## src/hw/rtl/lcsp_pkg.sv

```systemverilog
// ----------------------------------------------------------------------------
// lcsp_pkg
// Shared types, constants and helpers of the load-cell stability block.
// ----------------------------------------------------------------------------
`default_nettype none

package lcsp_pkg;

  localparam int WINDOW_DEPTH_DEFAULT = 10;
  localparam int WEIGHT_FRAC_BITS     = 8;
  localparam int CAL_SHIFT            = 24 - WEIGHT_FRAC_BITS;
  localparam int QUEUE_DEPTH          = 2;
  localparam int QUEUE_PTR_W          = $clog2(QUEUE_DEPTH);
  localparam int QUEUE_CNT_W          = $clog2(QUEUE_DEPTH + 1);
  localparam int PADDR_W              = 5;

  localparam logic [2:0] REG_TARE   = 3'd0;
  localparam logic [2:0] REG_GAIN   = 3'd1;
  localparam logic [2:0] REG_ALPHA  = 3'd2;
  localparam logic [2:0] REG_RANGE  = 3'd3;
  localparam logic [2:0] REG_SETTLE = 3'd4;
  localparam logic [2:0] REG_ABSENT = 3'd5;

  localparam logic signed [24:0] TARE_RESET   = 25'sd51233;
  localparam logic [19:0]        GAIN_RESET   = 20'd40113;
  localparam logic [8:0]         ALPHA_RESET  = 9'd77;
  localparam logic [8:0]         ALPHA_MAX    = 9'd256;
  localparam logic [23:0]        RANGE_RESET  = 24'd768;
  localparam logic [7:0]         SETTLE_RESET = 8'd30;
  localparam logic signed [23:0] ABSENT_RESET = -24'sd2560;

  localparam logic [7:0] RUN_MAX = 8'd255;

  localparam logic [2:0] PRES_INITIAL   = 3'd0;
  localparam logic [2:0] PRES_ABSENT    = 3'd1;
  localparam logic [2:0] PRES_RECOVER   = 3'd2;
  localparam logic [2:0] PRES_STABLE    = 3'd3;
  localparam logic [2:0] PRES_UNSTABLE  = 3'd4;

  localparam logic signed [47:0] W24_MAX = 48'sd8388607;
  localparam logic signed [47:0] W24_MIN = -48'sd8388608;

  typedef struct packed {
    logic signed [24:0] tare;
    logic [19:0]        gain;
    logic [8:0]         alpha;
    logic [23:0]        range;
    logic [7:0]         settle;
    logic signed [23:0] absent;
  } cfg_t;

  typedef struct packed {
    logic signed [23:0] raw_sample;
    logic               sample_ready;
  } sample_t;

  typedef struct packed {
    logic signed [23:0] weight_q8;
    logic [23:0]        window_spread_q8;
    logic               stable_flag;
    logic [2:0]         presence_state;
    logic               save_event;
    logic               report_event;
  } result_t;

  typedef struct packed {
    logic signed [23:0] weight;
    logic               ready;
  } cal_t;

  typedef struct packed {
    logic full;
    logic empty;
  } q_status_t;

  function automatic logic signed [23:0] sat_w24(input logic signed [47:0] x);
    logic signed [23:0] r;
    if (x > W24_MAX) begin
      r = 24'sh7FFFFF;
    end else if (x < W24_MIN) begin
      r = 24'sh800000;
    end else begin
      r = x[23:0];
    end
    return r;
  endfunction

endpackage

`default_nettype wire

```

## src/hw/rtl/load_cell_stability_presence.sv

```systemverilog
// ----------------------------------------------------------------------------
// load_cell_stability_presence
// Load-cell calibration, smoothing, stability window and presence tracking.
// ----------------------------------------------------------------------------
//  channel   valid          stall          payload
//  sample    sample_valid   sample_stall   sample (sample_t)
//  result    result_valid   result_stall   result (result_t)
//  config    APB write/read, pready tied high
//
//  Front steps per beat: add, gain multiply, queue push.
//  Back steps: delta, alpha multiply, update, serial window scan, evaluate.
//  The first beat after reset seeds the filter and window, skipping the scan.
//  Reset is synchronous; a two-entry queue lets the front take beats while
//  a result is stalled.
// ----------------------------------------------------------------------------
`default_nettype none

module load_cell_stability_presence #(
  parameter int WINDOW_DEPTH = lcsp_pkg::WINDOW_DEPTH_DEFAULT
) (
  input  wire logic                         clk,
  input  wire logic                         rst,
  input  wire logic                         sample_valid,
  output      logic                         sample_stall,
  input  wire lcsp_pkg::sample_t            sample,
  output      logic                         result_valid,
  input  wire logic                         result_stall,
  output      lcsp_pkg::result_t            result,
  input  wire logic                         psel,
  input  wire logic                         penable,
  input  wire logic                         pwrite,
  input  wire logic [lcsp_pkg::PADDR_W-1:0] paddr,
  input  wire logic [31:0]                  pwdata,
  output      logic [31:0]                  prdata,
  output      logic                         pready
);

  lcsp_pkg::cfg_t      cfg;
  lcsp_pkg::cal_t      push_data;
  lcsp_pkg::cal_t      head;
  lcsp_pkg::q_status_t q_status;
  logic                q_push;
  logic                q_pop;

  lcsp_regs u_regs (
    .clk     (clk),
    .rst     (rst),
    .psel    (psel),
    .penable (penable),
    .pwrite  (pwrite),
    .paddr   (paddr),
    .pwdata  (pwdata),
    .prdata  (prdata),
    .pready  (pready),
    .cfg     (cfg)
  );

  lcsp_front u_front (
    .clk          (clk),
    .rst          (rst),
    .sample_valid (sample_valid),
    .sample_stall (sample_stall),
    .sample       (sample),
    .cfg          (cfg),
    .q_full       (q_status.full),
    .q_push       (q_push),
    .q_data       (push_data)
  );

  lcsp_fifo u_fifo (
    .clk    (clk),
    .rst    (rst),
    .push   (q_push),
    .wdata  (push_data),
    .pop    (q_pop),
    .rdata  (head),
    .status (q_status)
  );

  lcsp_back #(
    .WINDOW_DEPTH (WINDOW_DEPTH)
  ) u_back (
    .clk          (clk),
    .rst          (rst),
    .cfg          (cfg),
    .q_empty      (q_status.empty),
    .q_data       (head),
    .q_pop        (q_pop),
    .result_valid (result_valid),
    .result_stall (result_stall),
    .result       (result)
  );

  a_queue_sane: assert property (@(posedge clk) disable iff (rst)
    !(q_status.full && q_status.empty))
    else $error("queue full and empty at once");

  a_report_saves: assert property (@(posedge clk) disable iff (rst)
    result_valid && result.report_event |->
      result.save_event && result.presence_state == lcsp_pkg::PRES_STABLE)
    else $error("report without save into stable");

  a_stable_flagged: assert property (@(posedge clk) disable iff (rst)
    result_valid && result.presence_state == lcsp_pkg::PRES_STABLE |->
      result.stable_flag)
    else $error("stable presence without stable flag");

endmodule

`default_nettype wire

```

## src/hw/rtl/lcsp_regs.sv

```systemverilog
// ----------------------------------------------------------------------------
// lcsp_regs
// APB register file holding calibration, filter and presence settings.
// ----------------------------------------------------------------------------
`default_nettype none

module lcsp_regs (
  input  wire logic                         clk,
  input  wire logic                         rst,
  input  wire logic                         psel,
  input  wire logic                         penable,
  input  wire logic                         pwrite,
  input  wire logic [lcsp_pkg::PADDR_W-1:0] paddr,
  input  wire logic [31:0]                  pwdata,
  output      logic [31:0]                  prdata,
  output      logic                         pready,
  output      lcsp_pkg::cfg_t               cfg
);

  logic [2:0] idx;
  logic       wr_en;

  assign idx    = paddr[4:2];
  assign pready = 1'b1;
  assign wr_en  = psel && penable && pwrite && pready;

  always_ff @(posedge clk) begin
    if (rst) begin
      cfg.tare   <= lcsp_pkg::TARE_RESET;
      cfg.gain   <= lcsp_pkg::GAIN_RESET;
      cfg.alpha  <= lcsp_pkg::ALPHA_RESET;
      cfg.range  <= lcsp_pkg::RANGE_RESET;
      cfg.settle <= lcsp_pkg::SETTLE_RESET;
      cfg.absent <= lcsp_pkg::ABSENT_RESET;
    end else if (wr_en) begin
      case (idx)
        lcsp_pkg::REG_TARE:   cfg.tare   <= pwdata[24:0];
        lcsp_pkg::REG_GAIN:   cfg.gain   <= pwdata[19:0];
        lcsp_pkg::REG_ALPHA:  cfg.alpha  <= pwdata[8:0];
        lcsp_pkg::REG_RANGE:  cfg.range  <= pwdata[23:0];
        lcsp_pkg::REG_SETTLE: cfg.settle <= pwdata[7:0];
        lcsp_pkg::REG_ABSENT: cfg.absent <= pwdata[23:0];
        default: ;
      endcase
    end
  end

  always_comb begin
    case (idx)
      lcsp_pkg::REG_TARE:   prdata = 32'(cfg.tare);
      lcsp_pkg::REG_GAIN:   prdata = 32'(cfg.gain);
      lcsp_pkg::REG_ALPHA:  prdata = 32'(cfg.alpha);
      lcsp_pkg::REG_RANGE:  prdata = 32'(cfg.range);
      lcsp_pkg::REG_SETTLE: prdata = 32'(cfg.settle);
      lcsp_pkg::REG_ABSENT: prdata = 32'(cfg.absent);
      default:              prdata = 32'd0;
    endcase
  end

endmodule

`default_nettype wire

```

## src/hw/rtl/lcsp_front.sv

```systemverilog
// ----------------------------------------------------------------------------
// lcsp_front
// Accepts sample beats, applies tare and gain, and queues calibrated weights.
// ----------------------------------------------------------------------------
`default_nettype none

module lcsp_front (
  input  wire logic                clk,
  input  wire logic                rst,
  input  wire logic                sample_valid,
  output      logic                sample_stall,
  input  wire lcsp_pkg::sample_t   sample,
  input  wire lcsp_pkg::cfg_t      cfg,
  input  wire logic                q_full,
  output      logic                q_push,
  output      lcsp_pkg::cal_t      q_data
);

  typedef enum logic [2:0] {
    F_IDLE = 3'b001,
    F_MUL  = 3'b010,
    F_PUSH = 3'b100
  } front_state_t;

  front_state_t       state;
  logic signed [25:0] sum;
  logic signed [46:0] prod;
  logic               rdy;

  assign sample_stall = (state != F_IDLE);
  assign q_push       = (state == F_PUSH) && !q_full;
  assign q_data.ready  = rdy;
  assign q_data.weight = lcsp_pkg::sat_w24(48'(prod >>> lcsp_pkg::CAL_SHIFT));

  always_ff @(posedge clk) begin
    if (rst) begin
      state <= F_IDLE;
    end else begin
      case (state)
        F_IDLE: if (sample_valid) state <= F_MUL;
        F_MUL:  state <= F_PUSH;
        F_PUSH: if (!q_full) state <= F_IDLE;
        default: state <= F_IDLE;
      endcase
    end
  end

  always_ff @(posedge clk) begin
    if (state == F_IDLE && sample_valid) begin
      sum <= 26'(sample.raw_sample) + 26'(cfg.tare);
      rdy <= sample.sample_ready;
    end
    if (state == F_MUL) begin
      prod <= sum * $signed({1'b0, cfg.gain});
    end
  end

endmodule

`default_nettype wire

```

## src/hw/rtl/lcsp_fifo.sv

```systemverilog
// ----------------------------------------------------------------------------
// lcsp_fifo
// Short queue of calibrated weights between front and back.
// ----------------------------------------------------------------------------
`default_nettype none

module lcsp_fifo (
  input  wire logic                clk,
  input  wire logic                rst,
  input  wire logic                push,
  input  wire lcsp_pkg::cal_t      wdata,
  input  wire logic                pop,
  output      lcsp_pkg::cal_t      rdata,
  output      lcsp_pkg::q_status_t status
);

  localparam int PW = lcsp_pkg::QUEUE_PTR_W;
  localparam int CW = lcsp_pkg::QUEUE_CNT_W;

  lcsp_pkg::cal_t mem [lcsp_pkg::QUEUE_DEPTH];
  logic [PW-1:0]  wr_ptr;
  logic [PW-1:0]  rd_ptr;
  logic [CW-1:0]  count;
  logic           do_push;
  logic           do_pop;

  assign status.full  = (count == CW'(lcsp_pkg::QUEUE_DEPTH));
  assign status.empty = (count == '0);
  assign do_push = push && !status.full;
  assign do_pop  = pop && !status.empty;
  assign rdata   = mem[rd_ptr];

  always_ff @(posedge clk) begin
    if (do_push) mem[wr_ptr] <= wdata;
  end

  always_ff @(posedge clk) begin
    if (rst) begin
      wr_ptr <= '0;
      rd_ptr <= '0;
      count  <= '0;
    end else begin
      if (do_push) begin
        wr_ptr <= (wr_ptr == PW'(lcsp_pkg::QUEUE_DEPTH - 1)) ? '0 : wr_ptr + 1'b1;
      end
      if (do_pop) begin
        rd_ptr <= (rd_ptr == PW'(lcsp_pkg::QUEUE_DEPTH - 1)) ? '0 : rd_ptr + 1'b1;
      end
      if (do_push && !do_pop) begin
        count <= count + 1'b1;
      end else if (do_pop && !do_push) begin
        count <= count - 1'b1;
      end
    end
  end

endmodule

`default_nettype wire

```

## src/hw/rtl/lcsp_back.sv

```systemverilog
// ----------------------------------------------------------------------------
// lcsp_back
// Filters queued weights, scans the window and runs the presence machine.
// ----------------------------------------------------------------------------
`default_nettype none

module lcsp_back #(
  parameter int WINDOW_DEPTH = lcsp_pkg::WINDOW_DEPTH_DEFAULT
) (
  input  wire logic              clk,
  input  wire logic              rst,
  input  wire lcsp_pkg::cfg_t    cfg,
  input  wire logic              q_empty,
  input  wire lcsp_pkg::cal_t    q_data,
  output      logic              q_pop,
  output      logic              result_valid,
  input  wire logic              result_stall,
  output      lcsp_pkg::result_t result
);

  localparam int SW = (WINDOW_DEPTH > 1) ? $clog2(WINDOW_DEPTH) : 1;

  typedef enum logic [4:0] {
    B_IDLE = 5'b00001,
    B_MUL  = 5'b00010,
    B_UPD  = 5'b00100,
    B_SCAN = 5'b01000,
    B_EVAL = 5'b10000
  } back_state_t;

  typedef enum logic [4:0] {
    P_INITIAL  = 5'b00001,
    P_ABSENT   = 5'b00010,
    P_RECOVER  = 5'b00100,
    P_STABLE   = 5'b01000,
    P_UNSTABLE = 5'b10000
  } pres_t;

  back_state_t        state;
  pres_t              presence;
  pres_t              presence_next;
  logic               seeded;
  logic               seed_tick;
  logic [7:0]         steady_run;
  logic [7:0]         steady_run_next;
  logic [SW-1:0]      write_slot;
  logic [SW-1:0]      scan_idx;
  logic signed [23:0] filtered;
  logic signed [23:0] window [WINDOW_DEPTH];
  logic signed [23:0] mn;
  logic signed [23:0] mx;
  logic signed [24:0] diff;
  logic signed [34:0] prod;
  logic signed [34:0] prod_round;
  logic signed [23:0] f_upd;
  logic signed [23:0] s_sel;
  logic signed [23:0] w_scan;
  logic signed [24:0] spread_full;
  logic [23:0]        spread;
  logic [8:0]         alpha_sat;
  logic               flag;
  logic               save;
  logic               report;
  logic               out_free;
  logic               emit;

  function automatic logic [2:0] pres_code(input pres_t p);
    logic [2:0] c;
    case (p)
      P_ABSENT:   c = lcsp_pkg::PRES_ABSENT;
      P_RECOVER:  c = lcsp_pkg::PRES_RECOVER;
      P_STABLE:   c = lcsp_pkg::PRES_STABLE;
      P_UNSTABLE: c = lcsp_pkg::PRES_UNSTABLE;
      default:    c = lcsp_pkg::PRES_INITIAL;
    endcase
    return c;
  endfunction

  assign q_pop      = (state == B_IDLE) && !q_empty;
  assign out_free   = !result_valid || !result_stall;
  assign emit       = (state == B_EVAL) && out_free;
  assign alpha_sat  = (cfg.alpha > lcsp_pkg::ALPHA_MAX) ? lcsp_pkg::ALPHA_MAX : cfg.alpha;
  assign s_sel      = q_data.ready ? q_data.weight : filtered;
  assign prod_round = prod + 35'sd128;
  assign f_upd      = lcsp_pkg::sat_w24(48'(filtered) + 48'(prod_round >>> 8));
  assign w_scan     = window[scan_idx];
  assign spread_full = 25'(mx) - 25'(mn);
  assign spread      = spread_full[23:0];

  always_comb begin
    if (spread < cfg.range) begin
      steady_run_next = (steady_run == lcsp_pkg::RUN_MAX) ? steady_run : steady_run + 8'd1;
    end else begin
      steady_run_next = 8'd0;
    end
    flag          = (steady_run_next >= cfg.settle);
    presence_next = presence;
    save          = 1'b0;
    report        = 1'b0;
    if (filtered < cfg.absent) begin
      save          = (presence == P_STABLE);
      presence_next = P_ABSENT;
    end else begin
      case (presence)
        P_ABSENT: presence_next = P_RECOVER;
        P_RECOVER, P_UNSTABLE: begin
          if (flag) begin
            presence_next = P_STABLE;
            save          = 1'b1;
            report        = 1'b1;
          end
        end
        P_STABLE: if (!flag) presence_next = P_UNSTABLE;
        default: begin
          if (flag) begin
            presence_next = P_STABLE;
            save          = 1'b1;
          end else begin
            presence_next = P_UNSTABLE;
          end
        end
      endcase
    end
  end

  always_ff @(posedge clk) begin
    if (rst) begin
      state        <= B_IDLE;
      presence     <= P_INITIAL;
      seeded       <= 1'b0;
      seed_tick    <= 1'b0;
      steady_run   <= 8'd0;
      write_slot   <= '0;
      scan_idx     <= '0;
      result_valid <= 1'b0;
    end else begin
      if (emit) begin
        result_valid <= 1'b1;
      end else if (result_valid && !result_stall) begin
        result_valid <= 1'b0;
      end
      case (state)
        B_IDLE: begin
          if (!q_empty) begin
            if (!seeded) begin
              seeded     <= 1'b1;
              seed_tick  <= 1'b1;
              write_slot <= '0;
              state      <= B_EVAL;
            end else begin
              state <= B_MUL;
            end
          end
        end
        B_MUL: state <= B_UPD;
        B_UPD: begin
          write_slot <= (write_slot == SW'(WINDOW_DEPTH - 1)) ? '0 : write_slot + 1'b1;
          scan_idx   <= '0;
          state      <= B_SCAN;
        end
        B_SCAN: begin
          scan_idx <= scan_idx + 1'b1;
          if (scan_idx == SW'(WINDOW_DEPTH - 1)) state <= B_EVAL;
        end
        B_EVAL: begin
          if (out_free) begin
            seed_tick <= 1'b0;
            if (!seed_tick) begin
              steady_run <= steady_run_next;
              presence   <= presence_next;
            end
            state <= B_IDLE;
          end
        end
        default: state <= B_IDLE;
      endcase
    end
  end

  always_ff @(posedge clk) begin
    if (state == B_IDLE && !q_empty) begin
      if (!seeded) begin
        filtered <= q_data.ready ? q_data.weight : 24'sd0;
        for (int i = 0; i < WINDOW_DEPTH; i++) begin
          window[i] <= q_data.ready ? q_data.weight : 24'sd0;
        end
      end else begin
        diff <= 25'(s_sel) - 25'(filtered);
      end
    end
    if (state == B_MUL) begin
      prod <= diff * $signed({1'b0, alpha_sat});
    end
    if (state == B_UPD) begin
      filtered           <= f_upd;
      window[write_slot] <= f_upd;
    end
    if (state == B_SCAN) begin
      if (scan_idx == '0 || w_scan < mn) mn <= w_scan;
      if (scan_idx == '0 || w_scan > mx) mx <= w_scan;
    end
    if (emit) begin
      result.weight_q8 <= filtered;
      if (seed_tick) begin
        result.window_spread_q8 <= 24'd0;
        result.stable_flag      <= 1'b0;
        result.presence_state   <= pres_code(presence);
        result.save_event       <= 1'b0;
        result.report_event     <= 1'b0;
      end else begin
        result.window_spread_q8 <= spread;
        result.stable_flag      <= flag;
        result.presence_state   <= pres_code(presence_next);
        result.save_event       <= save;
        result.report_event     <= report;
      end
    end
  end

endmodule

`default_nettype wire
```

## config.mk

```make
export PLATFORM = sky130hd
export DESIGN_NAME = load_cell_stability_presence
export DESIGN_NICKNAME = d
export VERILOG_FILES = /design/src/hw/rtl/lcsp_pkg.sv /design/src/hw/rtl/load_cell_stability_presence.sv /design/src/hw/rtl/lcsp_regs.sv /design/src/hw/rtl/lcsp_front.sv /design/src/hw/rtl/lcsp_fifo.sv /design/src/hw/rtl/lcsp_back.sv
export SDC_FILE = /design/constraint.sdc
export NUM_CORES = 2
export LEC_CHECK = 0
export BUFFER_PORTS_ARGS = -buffer_cell sky130_fd_sc_hd__buf_4
export CAP_MARGIN = 30
export CORE_UTILIZATION = 55
export CTS_BUF_LIST = sky130_fd_sc_hd__clkbuf_16
export CTS_CLUSTER_DIAMETER = 200
export DETAILED_ROUTE_END_ITERATION = 8
export GPL_TIMING_DRIVEN = 0
export PLACE_DENSITY = 0.77
export SYNTH_ARGS = -nofsm -noshare
export SYNTH_HDL_FRONTEND = slang
export SYNTH_SLANG_ARGS = --single-unit
```

## constraint.sdc

```tcl
create_clock -name clk -period 8 [get_ports clk]
set_clock_uncertainty 0.2 [all_clocks]
set_input_delay 1.6 -clock clk [delete_from_list [all_inputs] [get_ports clk]]
set_output_delay 1.6 -clock clk [all_outputs]
set_load 0.01 [all_outputs]
```

# == Word level (Yosys, flattened, before mapping) ==
# Memory sizes are Yosys's and may differ from the RTL's. A register that Yosys moved wholly into a read port is not among the register bits.
# Index checks and enable logic that the tools add are counted.
# classes
mul,2
n_addsub,12
n_eq_ne,33
magnitude_cmp,10
reduce_logical,49
muxes,63
bitwise_logic,3
# op_table
op,n
$mux 24,10
$pmux 32 s6,1
$lt 24x24->1,3
$gt 48x24->1 const B,1
$lt 48x24->1 const B,1
$mul 26x21->47,1
$mux 5,9
$add 35x9->35 const B,1
$mul 25x10->35,1
$gt 31x24->1 const B,1
$lt 31x24->1 const B,1
$add 24x27->28,1
$add 24x25->26,1
$pmux 5 s5,1
$sub 24x24->25,1
$gt 24x24->1,1
$mux 4,6
$pmux 3 s4,2
$reduce_and 2->1,12
$reduce_or 24->1,1
$sub 24x24->24,1
$mux 1,22
$mux 8,2
$pmux 4 s2,2
other kinds (39),89
# totals
ff_bits,406
n_memories,2
ramBits,290
wordCells,206
# mem_list
name,words,word_bits,read_ports,rd_ports_with_merged_regs,wr,line_no,text
u_back.window,10,24,1,1,10,lcsp_back.sv:49,logic signed [23:0] window [WINDOW_DEPTH];
u_fifo.mem,2,25,1,1,1,lcsp_fifo.sv:20,lcsp_pkg::cal_t mem [lcsp_pkg::QUEUE_DEPTH];

# == Depth between registers and ports, before layout ==
# depth
depth_word,10
mapped_depth,34
depth_no_buf,33

# == By module ==
# A second synthesis with hierarchy kept.
# hier_totals
hier_cells,6377
hier_area_um2,68428.1
# by_module_without_submodules
mod,area_per_inst_um2,n_inst,cells_per_inst
lcsp_back,39305.2,1,3410
lcsp_front,21697.1,1,2220
lcsp_regs,5405.2,1,644
lcsp_fifo,2020.7,1,103

# == Least setup slack after synthesis ==
# Ideal clock, no wire load.
# synth_path
path_kind,reg2reg
from,register u_regs.cfg[71] (netlist name)
to,register u_front.prod[46] (data pin)
arrival_ns,6.725
t_required_ns,7.540
path_slack_ns,0.815
path_buffers,2
stages_incl_launch_ff,27
period_less_slack_ns,7.185
cell_sequence,dfxtp_1 -> clkbuf_1 -> clkbuf_1 -> nand2_1 -> fa_1 -> inv_1 -> fa_1 -> inv_1 -> fa_1 -> inv_1 -> fa_1 -> inv_1 -> fa_1 -> inv_1 -> fa_1 -> fa_1 -> ha_1 -> a2111oi_0 -> o21a_1 -> o21bai_1 -> o32ai_1 -> a21o_1 -> a31oi_1 -> a311o_1 -> a21oi_1 -> o21ai_0 -> xnor2_1
# synth_between
elab_chain_len,1
# synth_lines
element,line_no,text
$mul 26x21->47,lcsp_front.sv:54,"prod <= sum * $signed({1'b0, cfg.gain});"
end signal: assignment,lcsp_front.sv:54,
end: declaration,lcsp_front.sv:27,logic signed [46:0] prod;
# No other way between the ends.
# A chain may end at the register's enable or synchronous reset.

# == Worst setup path in the final report ==
# layout_path
from,register u_front.sum[25]
to,register u_front.prod[40] (data pin)
# layout_between
elab_chain_len,1
# layout_lines
element,line_no,text
start: declaration,lcsp_front.sv:26,logic signed [25:0] sum;
start signal: assignment,lcsp_front.sv:50,sum <= 26'(sample.raw_sample) + 26'(cfg.tare);
$mul 26x21->47,lcsp_front.sv:54,
# No other way between the ends.

==> results.py <==
metrics = {
    "synth": {
        "synth_edf_count": 671,
        "netlist_top_cells_area": "edfxtp_1 (30%), fa_1 (21%), ha_1 (7.4%)",
        "synthCells": 6469,
        "synth_seq_cells": 822,
        "yosysTopAreaCell": "edfxtp_1",
        "avgSynthCellArea_um2": 10.4,
        "synth_most_common_cell": "inv_1",
        "syn_area_mm2": 0.0674,
        "synth_cell_types": 85,
        "yosys-top-cells-count": "inv_1 (978), nand2_1 (936), fa_1 (714)",
        "yosys.area.top_type_share_pct": 29.9,
        "async_reset_ff_share_pct": 0,
        "ys_seq_area_share_pct": 34.4,
        "yosys_warnings": 0,
        "synthFlopType": "edfxtp_1",
        "synth_fp_nets": 7653,
    },
    "timing": {
        "hold_viol": 0,
        "slew_headroom_pct": 19.2,
        "finalMaxSlewViolations": 0,
        "fin_crit_ns": 7.79,
        "tightest_slew_ns": 1.21,
        "fin_crit_sh_pct": 97.4,
        "rsz0062_at_grt": "no",
        "timing.fmax_ghz": 0.128,
        "setup_viol": 0,
    },
    "cells_and_area": {
        "num-fill-cells": 9492,
        "regArea_mm2": 0.0232,
        "area_delta_synth_final_pct": 10.2,
        "final_layout_size_suffix_gt1_share_pct": 9.14,
        "multi_input_comb_area_mm2": 0.0393,
        "final_cells": 8425,
        "utilization_pct": 61.1,
        "fin_nets": 7909,
    },
    "power": {
        "powerDensity_mw_per_mm2": 420,
        "p_int_w": 0.0170,
        "vdd_drop_max_v": 0.000834,
        "cellLeakagePower_nw": 31.8,
        "seq_power_share_pct": 23.0,
        "comb_power_share_pct": 63.6,
        "p_switching_w": 0.0141,
        "p_sw_share_pct": 45.4,
        "clkPwrFrac_pct": 13.4,
    },
    "floorplanning": {
        "start_util_pct": 55.4,
        "dieArea_mm2": 0.124,
        "rows": 128,
        "core_area_mm2": 0.122,
        "die_y_um": 352,
        "boundaryPins": 158,
        "die_w_um": 352,
    },
    "worst_setup_path": {
        "reg2reg_slack_ns": 0.21,
        "crit_chain": "buf_2 > and2_1 > fa_2 > fa_1 > inv_1 > fa_1 > inv_1 > fa_1 > inv_1 > fa_1 > inv_1 > fa_1 > inv_1 > fa_1 > inv_1 > ha_1 > nand4_1 > or3_1 > o311a_1 > nor3b_1 > o21a_1 > nor2_1 > xnor2_1",
        "startpoint_type": "register",
        "crit_family": "adder cells",
        "worst_setup_path_end_kind": "register",
        "path_class": "register to register",
        "reg2reg_to": "u_front.prod[40]",
        "critical_path.max_stage_delay_ns": 0.58,
        "crit_path_max_fanout": 10,
        "crit_path_end": "u_front.prod[40]",
        "critical-path-slowest-cell": "fa_1",
        "required_ns": 8.24,
        "critPathLaunch": "u_front.sum[25]",
        "cp_num_buf_inv": 7,
        "rr_startpoint": "u_front.sum[25]",
        "cp_data_arrival_time_ns": 8.03,
        "cp.depth": 23,
        "r2r.worst_path.cells": 23,
    },
    "hold_path": {
        "hp-class": "register to register",
    },
    "routing": {
        "drt_iter0_markers": 6304,
        "drc": 0,
        "vias_per_cell": 6.03,
        "dr.pass1.iters": 8,
        "ant_nets": 0,
        "avgRoutedWirePerCell_um": 24.2,
        "routed-via-count": 50800,
        "wirelength_mm": 204,
    },
    "run": {
        "maxCapViolations": 0,
    },
    "cts": {
        "clk_pin_slew_ns": 0.06,
        "cts_tree": "built",
        "clk_latency_ns": 0.72,
        "cts_made_buffers": 86,
        "numClockSinks": 822,
        "htreeDepth": 3,
        "cts-root-buf": "clkbuf_16",
        "ctsLongestPathBuffers": 3,
    },
    "global_routing": {
        "grt_pass1_vias": 50900,
        "grt.overflow.total": 0,
        "grt_pass1_wl_mm": 308,
        "grt_max_degree": 34,
        "antenna_found_initial": 14,
        "track_usage_pct": 33.1,
    },
    "placed_design": {
        "placedCellCount": 8263,
        "place_congestion": 1.00,
        "dp_hpwl_mm": 156,
        "io_buffers": 145,
    },
    "status": {
        "status": "completed",
    },
}
[routing by layer]
layer | vias up | GRT usage, % | wire [µm]
met2 | 3221 | 49.8 | 89600
met5 | - | 0 | 239
li1 | 21800 | - | -
met3 | 637 | 10.2 | 27900
met4 | 22 | 14.4 | 10100
met1 | 25100 | 44.4 | 76200
[layout make-up]
cell class	instances	area share [%]
Inverter	978	4.95
Clock inverter	65	0.817
Tap cell	1625	2.74
Clock buffer	92	3.10
Multi-Input combinational cell	4320	52.9
Antenna cell	6	0.0202
Buffer	336	1.97
Sequential cell	822	31.3
Timing Repair Buffer	181	2.22
[state kept, by name (all words and copies together), names as in the netlist, 25 cells and up, named ones only]
signal,flops
u_back.window,384
u_regs.cfg,110
u_fifo.mem,50
u_front.prod,31
u_back.result,54
u_front.sum,26
u_back.prod,28
u_back.diff,25
[what timing repair did]
action / 4_1_cts / 5_1_grt
setup endpoints to repair: 17 / 13
hold buffers: 0 / 0
gates resized for setup: 35 / 177
buffers inserted: 0 / 10
cloned: 0 / 0
[metrics by stage]
stage	setup TNS, ns	setup slack, ns	power, W	area, µm²	hold WS (ns)
6_report	0	0.212	0.0312	74200	0.249
5_1_grt	0	0.00409	0.0336	74200	0.284
4_1_cts	-0.00342	-0.00342	0.0309	73900	0.258
3_5_place_dp	-4.26	-0.667	0.0265	71000	0.245
3_3_place_gp	-16.48	-1.00	0.0259	70500	0.238
2_1_floorplan	0	0.815	0.0212	67400	0.221
[placed cells by master (no fill, tap or decap), types with 134 or more instances in the layout]
master	synthesis	routed
o21ai_1	173	174
ha_1	401	401
clkbuf_1	291	204
nand2_1	936	936
nor2_1	280	272
inv_1	978	994
and2_1	325	325
dfxtp_1	151	134
edfxtp_1	671	671
a21oi_1	216	214
o21ai_0	152	151
xnor2_1	135	135
fa_1	714	711
buf_4	8	168
[worst min-delay path by stage]
stage / from / end / slack [ns] / depth (start not counted)
6_report: u_front.rdy / u_fifo.mem[0][0] / 0.25 / 0
5_1_grt: u_front.rdy / u_fifo.mem[0][0] / 0.28 / 0
4_1_cts: u_front.rdy / u_fifo.mem[0][0] / 0.26 / 0
3_5_place_dp: u_front.rdy / u_fifo.mem[0][0] / 0.25 / 0
3_3_place_gp: u_front.rdy / u_fifo.mem[1][0] / 0.24 / 0
2_1_floorplan: u_front.rdy / u_fifo.mem[0][0] / 0.22 / 0
[cells by family after synthesis]
group	Yosys count	share of synthesized area, %
flops	822	34.4
other cells	1	0.00557
buf+inv	1327	7.49
xor+xnor	183	2.39
compound gates	957	9.09
mux	182	5.03
fa+ha+maj	1115	28.7
simple gates	1882	12.9
[power groups by stage]
| stage | Combinational (W) | Clock [W] | Sequential, W |
|---|---|---|---|
| 2_1_floorplan | 0.0143 | 0 | 0.00683 |
| 3_3_place_gp | 0.0188 | 0 | 0.00712 |
| 3_5_place_dp | 0.0194 | 0 | 0.00713 |
| 4_1_cts | 0.0196 | 0.00416 | 0.00708 |
| 5_1_grt | 0.0222 | 0.00431 | 0.00716 |
| 6_report | 0.0198 | 0.00418 | 0.00716 |
No activity file was read; power rests on OpenSTA's default activity.
